**src/rtl/hrfl_pkg.sv**
```systemverilog
// hrfl_pkg: shared types and constants for the hex record flash loader
// used by hrfl_if.sv, hrfl_field.sv and hex_record_flash_loader.sv
`default_nettype none

package hrfl_pkg;

  localparam int CharW      = 8;
  localparam int ValW       = 31;
  localparam int AddrW      = 32;
  localparam int WinW       = 24;
  localparam int CfgIdxW    = 1;
  localparam int CntW       = 3;
  localparam int WordsW     = 16;
  localparam int FieldChars = 8;

  localparam logic [CharW-1:0] CharColon = 8'h3A;
  localparam logic [ValW-1:0]  SatMax    = 31'h7FFF_FFFF;
  localparam logic [AddrW-1:0] AddrStep  = 32'd4;
  localparam logic [CntW-1:0]  CntLast   = CntW'(FieldChars - 1);

  typedef enum logic [CfgIdxW-1:0] {
    CFG_WIN_START = 1'b0,
    CFG_WIN_END   = 1'b1
  } cfg_reg_t;

  typedef enum logic {
    CMD_ERASE = 1'b0,
    CMD_WRITE = 1'b1
  } cmd_t;

  // control from the record sequencer to the field accumulator
  typedef struct packed {
    logic take;
    logic clear;
  } fld_ctrl_t;

endpackage : hrfl_pkg

`default_nettype wire

```
**src/rtl/hrfl_if.sv**
```systemverilog
// hrfl_if: valid/ready channels for characters in and flash commands out
// depends on hrfl_pkg
`default_nettype none

interface hrfl_char_if
  import hrfl_pkg::*;
();
  logic             valid;
  logic             ready;
  logic [CharW-1:0] char_code;

  modport source (output valid, output char_code, input ready);
  modport sink   (input valid, input char_code, output ready);
endinterface : hrfl_char_if

interface hrfl_cmd_if
  import hrfl_pkg::*;
();
  logic             valid;
  logic             ready;
  logic             command;
  logic [AddrW-1:0] flash_address;
  logic [ValW-1:0]  word_first;
  logic [ValW-1:0]  word_second;
  logic             record_end;

  modport source (output valid, output command, output flash_address, output word_first,
                  output word_second, output record_end, input ready);
  modport sink   (input valid, input command, input flash_address, input word_first,
                  input word_second, input record_end, output ready);
endinterface : hrfl_cmd_if

`default_nettype wire

```
**src/rtl/hrfl_field.sv**
```systemverilog
// hrfl_field: saturating hex field accumulator, stops at the first non-hex character
// depends on hrfl_pkg
`default_nettype none

module hrfl_field
  import hrfl_pkg::*;
(
  input  logic             clk,
  input  logic             rst,
  input  fld_ctrl_t        ctrl,
  input  logic [CharW-1:0] char_code,
  output logic [ValW-1:0]  value_next
);

  logic [ValW-1:0] value;
  logic            stopped;
  logic            stopped_next;
  logic            is_hex;
  logic [3:0]      digit;

  always_comb begin
    is_hex = 1'b1;
    digit  = 4'd0;
    priority if (char_code >= "0" && char_code <= "9") begin
      digit = 4'(char_code - "0");
    end else if (char_code >= "a" && char_code <= "f") begin
      digit = 4'(char_code - "a" + 8'd10);
    end else if (char_code >= "A" && char_code <= "F") begin
      digit = 4'(char_code - "A" + 8'd10);
    end else begin
      is_hex = 1'b0;
    end
  end

  always_comb begin
    value_next   = value;
    stopped_next = stopped;
    if (ctrl.take && !stopped) begin
      if (is_hex) begin
        // any of the top nibble bits set means the shift passes the limit
        value_next = (|value[ValW-1:ValW-4]) ? SatMax : {value[ValW-5:0], digit};
      end else begin
        stopped_next = 1'b1;
      end
    end
  end

  always_ff @(posedge clk) begin
    if (rst || ctrl.clear) begin
      value   <= '0;
      stopped <= 1'b0;
    end else begin
      value   <= value_next;
      stopped <= stopped_next;
    end
  end

endmodule : hrfl_field

`default_nettype wire

```
**src/rtl/hex_record_flash_loader.sv**
```systemverilog
// Hex record flash loader. Takes one ASCII character per request and parses
// ':' + 8 hex chars of block address + 8 hex chars of word count + 8-char data
// words; emits a page erase when the count field completes and the address is
// inside [win_start, win_end), and a double-word write for every
// second data word, flagging record end on the last one. One character is taken
// every cycle: the parse step and the command register sit in a single pass,
// so ready only drops while a command waits in the output register unaccepted.
// depends on hrfl_pkg, hrfl_if, hrfl_field
`default_nettype none

module hex_record_flash_loader
  import hrfl_pkg::*;
(
  input  logic               clk,
  input  logic               rst,
  input  logic               cfg_we,
  input  logic [CfgIdxW-1:0] cfg_index,
  input  logic [WinW-1:0]    cfg_data,
  hrfl_char_if.sink          char_in,
  hrfl_cmd_if.source         cmd_out
);

  typedef enum logic [3:0] {
    ST_IDLE  = 4'b0001,
    ST_ADDR  = 4'b0010,
    ST_COUNT = 4'b0100,
    ST_DATA  = 4'b1000
  } state_t;

  state_t            state, state_next;
  logic [CntW-1:0]   cnt, cnt_next;
  logic [WinW-1:0]   win_start, win_end;
  logic [ValW-1:0]   block_address, block_address_next;
  logic [ValW-1:0]   word_target, word_target_next;
  logic [ValW-1:0]   held_word, held_word_next;
  logic              expect_first_word, expect_first_word_next;
  logic [WordsW-1:0] words_done, words_done_next;
  logic [AddrW-1:0]  write_address, write_address_next;

  logic              accept;
  logic              last_char;
  logic              emit;
  logic              emit_done;
  cmd_t              emit_cmd;
  logic [AddrW-1:0]  emit_addr;
  logic [ValW-1:0]   emit_w1, emit_w2;
  logic [WordsW-1:0] words_inc;
  fld_ctrl_t         fctrl;
  logic [ValW-1:0]   fv_next;

  assign char_in.ready = !cmd_out.valid || cmd_out.ready;
  assign accept        = char_in.valid && char_in.ready;
  assign last_char     = (cnt == CntLast);
  assign words_inc     = words_done + WordsW'(1);

  hrfl_field u_field (
    .clk        (clk),
    .rst        (rst),
    .ctrl       (fctrl),
    .char_code  (char_in.char_code),
    .value_next (fv_next)
  );

  always_ff @(posedge clk) begin
    if (rst) begin
      win_start <= '0;
      win_end   <= '1;
    end else if (cfg_we) begin
      unique case (cfg_reg_t'(cfg_index))
        CFG_WIN_START: win_start <= cfg_data;
        CFG_WIN_END:   win_end   <= cfg_data;
        default:       ;
      endcase
    end
  end

  always_comb begin
    state_next             = state;
    cnt_next               = cnt;
    block_address_next     = block_address;
    word_target_next       = word_target;
    held_word_next         = held_word;
    expect_first_word_next = expect_first_word;
    words_done_next        = words_done;
    write_address_next     = write_address;
    fctrl                  = '0;
    emit                   = 1'b0;
    emit_done              = 1'b0;
    emit_cmd               = CMD_ERASE;
    emit_addr              = '0;
    emit_w1                = '0;
    emit_w2                = '0;
    if (accept) begin
      fctrl.take = (state != ST_IDLE);
      cnt_next   = (state == ST_IDLE) ? '0 : cnt + CntW'(1);
      unique case (state)
        ST_IDLE: begin
          if (char_in.char_code == CharColon) begin
            fctrl.clear = 1'b1;
            state_next  = ST_ADDR;
          end
        end
        ST_ADDR: begin
          if (last_char) begin
            block_address_next = fv_next;
            fctrl.clear        = 1'b1;
            state_next         = ST_COUNT;
          end
        end
        ST_COUNT: begin
          if (last_char) begin
            word_target_next       = fv_next;
            expect_first_word_next = 1'b1;
            words_done_next        = '0;
            write_address_next     = {1'b0, block_address};
            fctrl.clear            = 1'b1;
            state_next             = ST_DATA;
            emit      = (block_address >= ValW'(win_start)) &&
                        (block_address < ValW'(win_end));
            emit_cmd  = CMD_ERASE;
            emit_addr = {1'b0, block_address};
          end
        end
        ST_DATA: begin
          if (last_char) begin
            words_done_next = words_inc;
            fctrl.clear     = 1'b1;
            if (expect_first_word) begin
              held_word_next         = fv_next;
              expect_first_word_next = 1'b0;
            end else begin
              emit_done              = !(ValW'(words_inc) < word_target);
              expect_first_word_next = 1'b1;
              emit                   = 1'b1;
              emit_cmd               = CMD_WRITE;
              emit_addr              = write_address;
              emit_w1                = held_word;
              emit_w2                = fv_next;
              write_address_next     = write_address + AddrStep;
              state_next             = emit_done ? ST_IDLE : ST_DATA;
            end
          end
        end
        default: state_next = ST_IDLE;
      endcase
    end
  end

  always_ff @(posedge clk) begin
    if (rst) begin
      state             <= ST_IDLE;
      cnt               <= '0;
      block_address     <= '0;
      word_target       <= '0;
      held_word         <= '0;
      expect_first_word <= 1'b1;
      words_done        <= '0;
      write_address     <= '0;
    end else begin
      state             <= state_next;
      cnt               <= cnt_next;
      block_address     <= block_address_next;
      word_target       <= word_target_next;
      held_word         <= held_word_next;
      expect_first_word <= expect_first_word_next;
      words_done        <= words_done_next;
      write_address     <= write_address_next;
    end
  end

  // command output register
  always_ff @(posedge clk) begin
    if (rst) begin
      cmd_out.valid <= 1'b0;
    end else if (emit) begin
      cmd_out.valid <= 1'b1;
    end else if (cmd_out.ready) begin
      cmd_out.valid <= 1'b0;
    end
  end

  always_ff @(posedge clk) begin
    if (emit) begin
      cmd_out.command       <= emit_cmd;
      cmd_out.flash_address <= emit_addr;
      cmd_out.word_first    <= emit_w1;
      cmd_out.word_second   <= emit_w2;
      cmd_out.record_end    <= emit_done;
    end
  end

`ifndef SYNTHESIS
  a_idle_cnt_zero: assert property (@(posedge clk) disable iff (rst)
    state == ST_IDLE |-> cnt == '0)
    else $error("char counter not zero while waiting for colon");

  a_expect_outside_data: assert property (@(posedge clk) disable iff (rst)
    state != ST_DATA |-> expect_first_word)
    else $error("pair half-filled outside the data phase");

  a_end_returns_idle: assert property (@(posedge clk) disable iff (rst)
    emit && emit_done |=> state == ST_IDLE && cmd_out.valid && cmd_out.record_end)
    else $error("record end did not return to idle");

  a_stall_blocks_input: assert property (@(posedge clk) disable iff (rst)
    cmd_out.valid && !cmd_out.ready |-> !char_in.ready)
    else $error("request taken while command is stalled");
`endif

endmodule : hex_record_flash_loader

`default_nettype wire
```
**src/flat_wrapper.sv**
```systemverilog
// flat-port wrapper written by rule: the top's interface ports become plain ports
module hex_record_flash_loader_flat import hrfl_pkg::*;
  (clk, rst, cfg_we, cfg_index, cfg_data, char_in_valid, char_in_char_code, char_in_ready, cmd_out_valid, cmd_out_command, cmd_out_flash_address, cmd_out_word_first, cmd_out_word_second, cmd_out_record_end, cmd_out_ready);
  hrfl_char_if char_in_i ();
  hrfl_cmd_if cmd_out_i ();
  input  logic clk;
  input  logic rst;
  input  logic cfg_we;
  input  logic [CfgIdxW-1:0] cfg_index;
  input  logic [WinW-1:0] cfg_data;
  input wire logic [$bits(char_in_i.valid)-1:0] char_in_valid;
  input wire logic [$bits(char_in_i.char_code)-1:0] char_in_char_code;
  output wire logic [$bits(char_in_i.ready)-1:0] char_in_ready;
  output wire logic [$bits(cmd_out_i.valid)-1:0] cmd_out_valid;
  output wire logic [$bits(cmd_out_i.command)-1:0] cmd_out_command;
  output wire logic [$bits(cmd_out_i.flash_address)-1:0] cmd_out_flash_address;
  output wire logic [$bits(cmd_out_i.word_first)-1:0] cmd_out_word_first;
  output wire logic [$bits(cmd_out_i.word_second)-1:0] cmd_out_word_second;
  output wire logic [$bits(cmd_out_i.record_end)-1:0] cmd_out_record_end;
  input wire logic [$bits(cmd_out_i.ready)-1:0] cmd_out_ready;
  assign char_in_i.valid = char_in_valid;
  assign char_in_i.char_code = char_in_char_code;
  assign char_in_ready = char_in_i.ready;
  assign cmd_out_valid = cmd_out_i.valid;
  assign cmd_out_command = cmd_out_i.command;
  assign cmd_out_flash_address = cmd_out_i.flash_address;
  assign cmd_out_word_first = cmd_out_i.word_first;
  assign cmd_out_word_second = cmd_out_i.word_second;
  assign cmd_out_record_end = cmd_out_i.record_end;
  assign cmd_out_i.ready = cmd_out_ready;
  hex_record_flash_loader u_core (.clk(clk), .rst(rst), .cfg_we(cfg_we), .cfg_index(cfg_index), .cfg_data(cfg_data), .char_in(char_in_i), .cmd_out(cmd_out_i));
endmodule
```
**config.mk**
```make
export PLATFORM = sky130hd
export DESIGN_NAME = hex_record_flash_loader_flat
export DESIGN_NICKNAME = d
export VERILOG_FILES = /design/src/rtl/hrfl_pkg.sv /design/src/rtl/hrfl_if.sv /design/src/rtl/hrfl_field.sv /design/src/rtl/hex_record_flash_loader.sv /design/src/flat_wrapper.sv
export SDC_FILE = /design/constraint.sdc
export NUM_CORES = 1
export LEC_CHECK = 0
export BUFFER_PORTS_ARGS = -buffer_cell sky130_fd_sc_hd__buf_2
export CAP_MARGIN = 10
export CORE_UTILIZATION = 55
export DETAILED_ROUTE_END_ITERATION = 12
export PLACE_DENSITY = 0.75
export SLEW_MARGIN = 20
export SYNTH_ARGS = -nofsm -noshare
export SYNTH_HDL_FRONTEND = slang
export SYNTH_SLANG_ARGS = --single-unit
```
**constraint.sdc**
```tcl
create_clock -name clk -period 7.4 [get_ports clk]
set_input_delay 0.37 -clock clk [delete_from_list [all_inputs] [get_ports clk]]
set_output_delay 0.37 -clock clk [all_outputs]
set_load 0.02 [all_outputs]
```
==> results.py <==
metrics = {
    "hold_path": {
        "hold_end": "u_core.win_end[4]$_SDFFE_PP1P_",
        "worstHoldPathType": "input port to flip-flop",
        "hold_start": "cfg_data[4]",
        "min_delay_path_depth": 3,
    },
    "critical_path": {
        "arrival_ns": 4.01,
        "cp.required_ns": 7.54,
        "crit_path_start": "u_core.state[3]$_SDFFE_PP0P_",
        "r2r_end": "u_core.cmd_out.flash_address[9]$_SDFFCE_PN0P_",
        "r2r_cells": 7,
        "path_class": "flip-flop to flip-flop",
        "critPathLaunchType": "flip-flop",
        "critPathMaxFanout": 62,
        "r2r_slack_ns": 3.53,
        "cp-end-kind": "flip-flop",
        "timing.rr.start": "u_core.state[3]$_SDFFE_PP0P_",
    },
    "power_and_ir_drop": {
        "p_leak_nw": 7.386,
        "p_sw_w": 0.0008010,
        "power.density_nw_per_um2": 216.4,
        "pwr-share-clk_pct": 45.8,
        "power_frac_seq_pct": 50.4,
        "irDropWorstVdd_uv": 157.6,
        "p_int_w": 0.002879,
        "p_sw_share_pct": 21.77,
        "combPwrFrac_pct": 3.7,
    },
    "drt": {
        "route.vias.total": 12580,
        "drt_pass1_iterations": 5,
        "route.detailed.drc": 0,
        "drtIter0Drc": 1202,
        "wl_per_cell_um": 17.54,
        "wl_um": 37640,
        "viasPerCell": 5.862,
        "ant_nets": 0,
    },
    "placement": {
        "io_buffers": 135,
        "gp_congestion": 0.8878,
        "dp_cells": 2082,
        "hpwl_um": 25520,
    },
    "logic_synthesis": {
        "post_synth_inst_count": 1702,
        "synth_seq_cells": 326,
        "yosysSeqAreaShare_pct": 49.65,
        "synthesis.nets": 1810,
        "synthArstFlopShare_pct": 0,
        "avgSynthCellArea_um2": 8.860,
        "synth_area_um2": 15080,
        "synth_edf_count": 96,
        "synth_cell_types": 65,
        "synth_ff_type": "dfxtp_1",
        "ys_warn_count": 0,
    },
    "finish": {
        "num-fill-cells": 2246,
        "stdcell_count": 2146,
        "n_antenna_cell": 0,
        "nNetsFinal": 1886,
        "areaGrowthSynthToFinish_pct": 12.78,
        "multi_input_area_um2": 6915,
        "drive_gt1_share_pct": 13.57,
        "seq_area_um2": 7487,
    },
    "flow_run": {
        "cap_violations": 0,
    },
    "timing": {
        "rsz0062_at_grt": "false",
        "fin_crit_ns": 3.867,
        "fin_setup_tns_ns": 0,
        "slew_headroom_pct": 27.84,
        "hold_viol": 0,
        "finalCritPeriodShare_pct": 52.25,
        "maxSlewViolCount": 0,
        "fmax_ghz": 0.2586,
        "tightest_slew_ns": 1.079,
        "setup_viol_count_final": 0,
        "clock_skew_ns": 0.01079,
    },
    "run_status": {
        "status": "finished, final reports clean",
    },
    "clocking": {
        "cts_tree": "built",
        "cts.clk_slew.worst_paths_ns": 0.06,
        "htree_num_levels": 2,
        "cts_made_buffers": 35,
        "clk_latency_ns": 0.52,
        "clockBufferDepth": 3,
        "cts_resized": 0,
        "root_buffer": "clkbuf_16",
        "clock-sinks": 326,
        "cts_hold_buffers": 0,
        "post_cts_buffers": 0,
    },
    "floorplan": {
        "start_util_pct": 55.95,
        "num_io_pins": 136,
        "fp.dieH_um": 167.6,
        "die_x_um": 167.6,
        "rows": 60,
        "coreArea_um2": 26950,
        "die-area_um2": 28080,
    },
    "global_route": {
        "grt_pass1_wl_um": 60140,
        "grt_overflow": 0,
        "first_global_vias": 11480,
        "grt_max_degree": 73,
        "grt_usage_pct": 26.59,
        "grt_antenna_before_repair": 0,
    },
}
## how the worst max path moves through the flow
stage / endpoint / depth (start not counted)
6_report: u_core.cmd_out.flash_address[9]$_SDFFCE_PN0P_ / 7
5_1_grt: u_core.cmd_out.flash_address[1]$_SDFFCE_PN0P_ / 7
4_1_cts: u_core.cmd_out.flash_address[8]$_SDFFCE_PN0P_ / 7
3_5_place_dp: u_core.cmd_out.flash_address[0]$_SDFFCE_PN0P_ / 7
3_3_place_gp: u_core.cmd_out.flash_address[14]$_SDFFCE_PN0P_ / 7
2_1_floorplan: u_core.cmd_out.command$_SDFFCE_PN0P_ / 7
## sequential cells by signal (all words and copies together), names as in the netlist, 3 cells and up
signal / flops
u_core.word_target: 31
u_core.state: 4
u_core.words_done: 16
u_core.cmd_out.flash_address: 32
u_core.cnt: 3
u_core.win_end: 24
u_core.held_word: 31
u_core.cmd_out.word_second: 31
u_core.cmd_out.word_first: 31
u_core.u_field.value: 31
u_core.win_start: 24
u_core.write_address: 32
u_core.block_address: 31
## power by group through the flow
stage | Combinational, W | Sequential [W] | Clock, W
after global placement | 0.000132 | 0.00189 | 0
after global routing | 0.000153 | 0.00186 | 0.00179
after floorplan | 0.0000959 | 0.00189 | 0
after CTS | 0.000136 | 0.00186 | 0.00170
after detailed placement | 0.000134 | 0.00189 | 0
final | 0.000137 | 0.00186 | 0.00169
## worst max-delay path: stages, from the launching register on
cell	delay (ns)
dfxtp_1	0.45
nor4b_1	0.73
and2_1	0.22
buf_4	0.35
nand4_1	0.16
nor3_1	0.22
o21ba_4	0.55
buf_4	0.71
## logic make-up (layout without fill, tap and decap cells)
group | after synthesis | after routing | share of synthesized area, %
simple gates | 693 | 693 | 20.68
mux | 58 | 58 | 4.115
flops | 326 | 326 | 49.65
fa+ha+maj | 70 | 70 | 5.808
buf+inv | 184 | 287 | 4.821
xor+xnor | 19 | 19 | 1.104
compound gates | 352 | 352 | 13.82
## placed cells by master, fill, tap and decap left out, types with 29 or more instances in the layout
cell type	instances
edfxtp_1	96
mux2i_1	29
a22oi_1	44
o21ai_0	73
buf_2	134
ha_1	70
and3_1	44
nor2_1	179
inv_1	70
dfxtp_1	230
clkbuf_16	36
nand2b_1	34
a21oi_1	160
nand3_1	76
nand2_1	277
## routing by layer
| metal | part of all wire [%] | up-vias | wire [um] | track usage (%) |
|---|---|---|---|---|
| met5 | 0 | - | 0 | 0 |
| met4 | 3.0 | 0 | 1143 | 9.653 |
| met3 | 6.7 | 78 | 2512 | 4.467 |
| met2 | 45 | 453 | 17010 | 41.16 |
| met1 | 45 | 5985 | 16970 | 37.44 |
| li1 | - | 6063 | - | - |
## Yosys cell counts (all sizes together) (4+ instances only)
cell	number	share of area [%]
nand2	278	6.9
dfxtp	230	31
nor2	180	4.5
a21oi	163	5.4
clkbuf	103	2.6
edfxtp	96	19
nand3	76	2.5
o21ai	75	2.5
ha	70	5.8
inv	70	1.7
a22oi	44	2.2
and3	44	1.8
nand2b	34	1.4
mux2	29	2.2
mux2i	29	1.9
nand4	18	0.75
a21o	14	0.70
nor3	14	0.46
nor4	11	0.46
buf	10	0.49
xor2	10	0.58
a211oi	9	0.45
o31ai	9	0.45
xnor2	9	0.52
nor2b	8	0.33
and2	7	0.29
nand3b	7	0.35
a31oi	4	0.17
nor4b	4	0.23
o211ai	4	0.20
or4	4	0.20
## layout make-up
class	instances	area share (%)
clock buffers	55	6.011
clock inverters	9	0.4856
inverters	71	1.567
multi-input cells	1192	40.66
flip-flops and latches	326	44.03
well taps	341	2.509
repair buffers	152	4.738
## through the flow
| step | hold slack [ns] | total power (W) | util (%) | setup WS (ns) | area (um2) |
|---|---|---|---|---|---|
| finish | 0.1055 | 0.003680 | 63.10 | 3.533 | 17010 |
| global route | 0.1062 | 0.003799 | 63.10 | 3.340 | 17010 |
| CTS | 0.09398 | 0.003696 | 63.09 | 3.574 | 17000 |
| detailed placement | 0.4340 | 0.002029 | 58.99 | 3.612 | 15900 |
| global placement | 0.4266 | 0.002025 | 58.98 | 3.626 | 15900 |
| floorplan | 0.4168 | 0.001986 | - | 4.045 | 15080 |
Note: power is estimated with default switching activity, not from simulation.
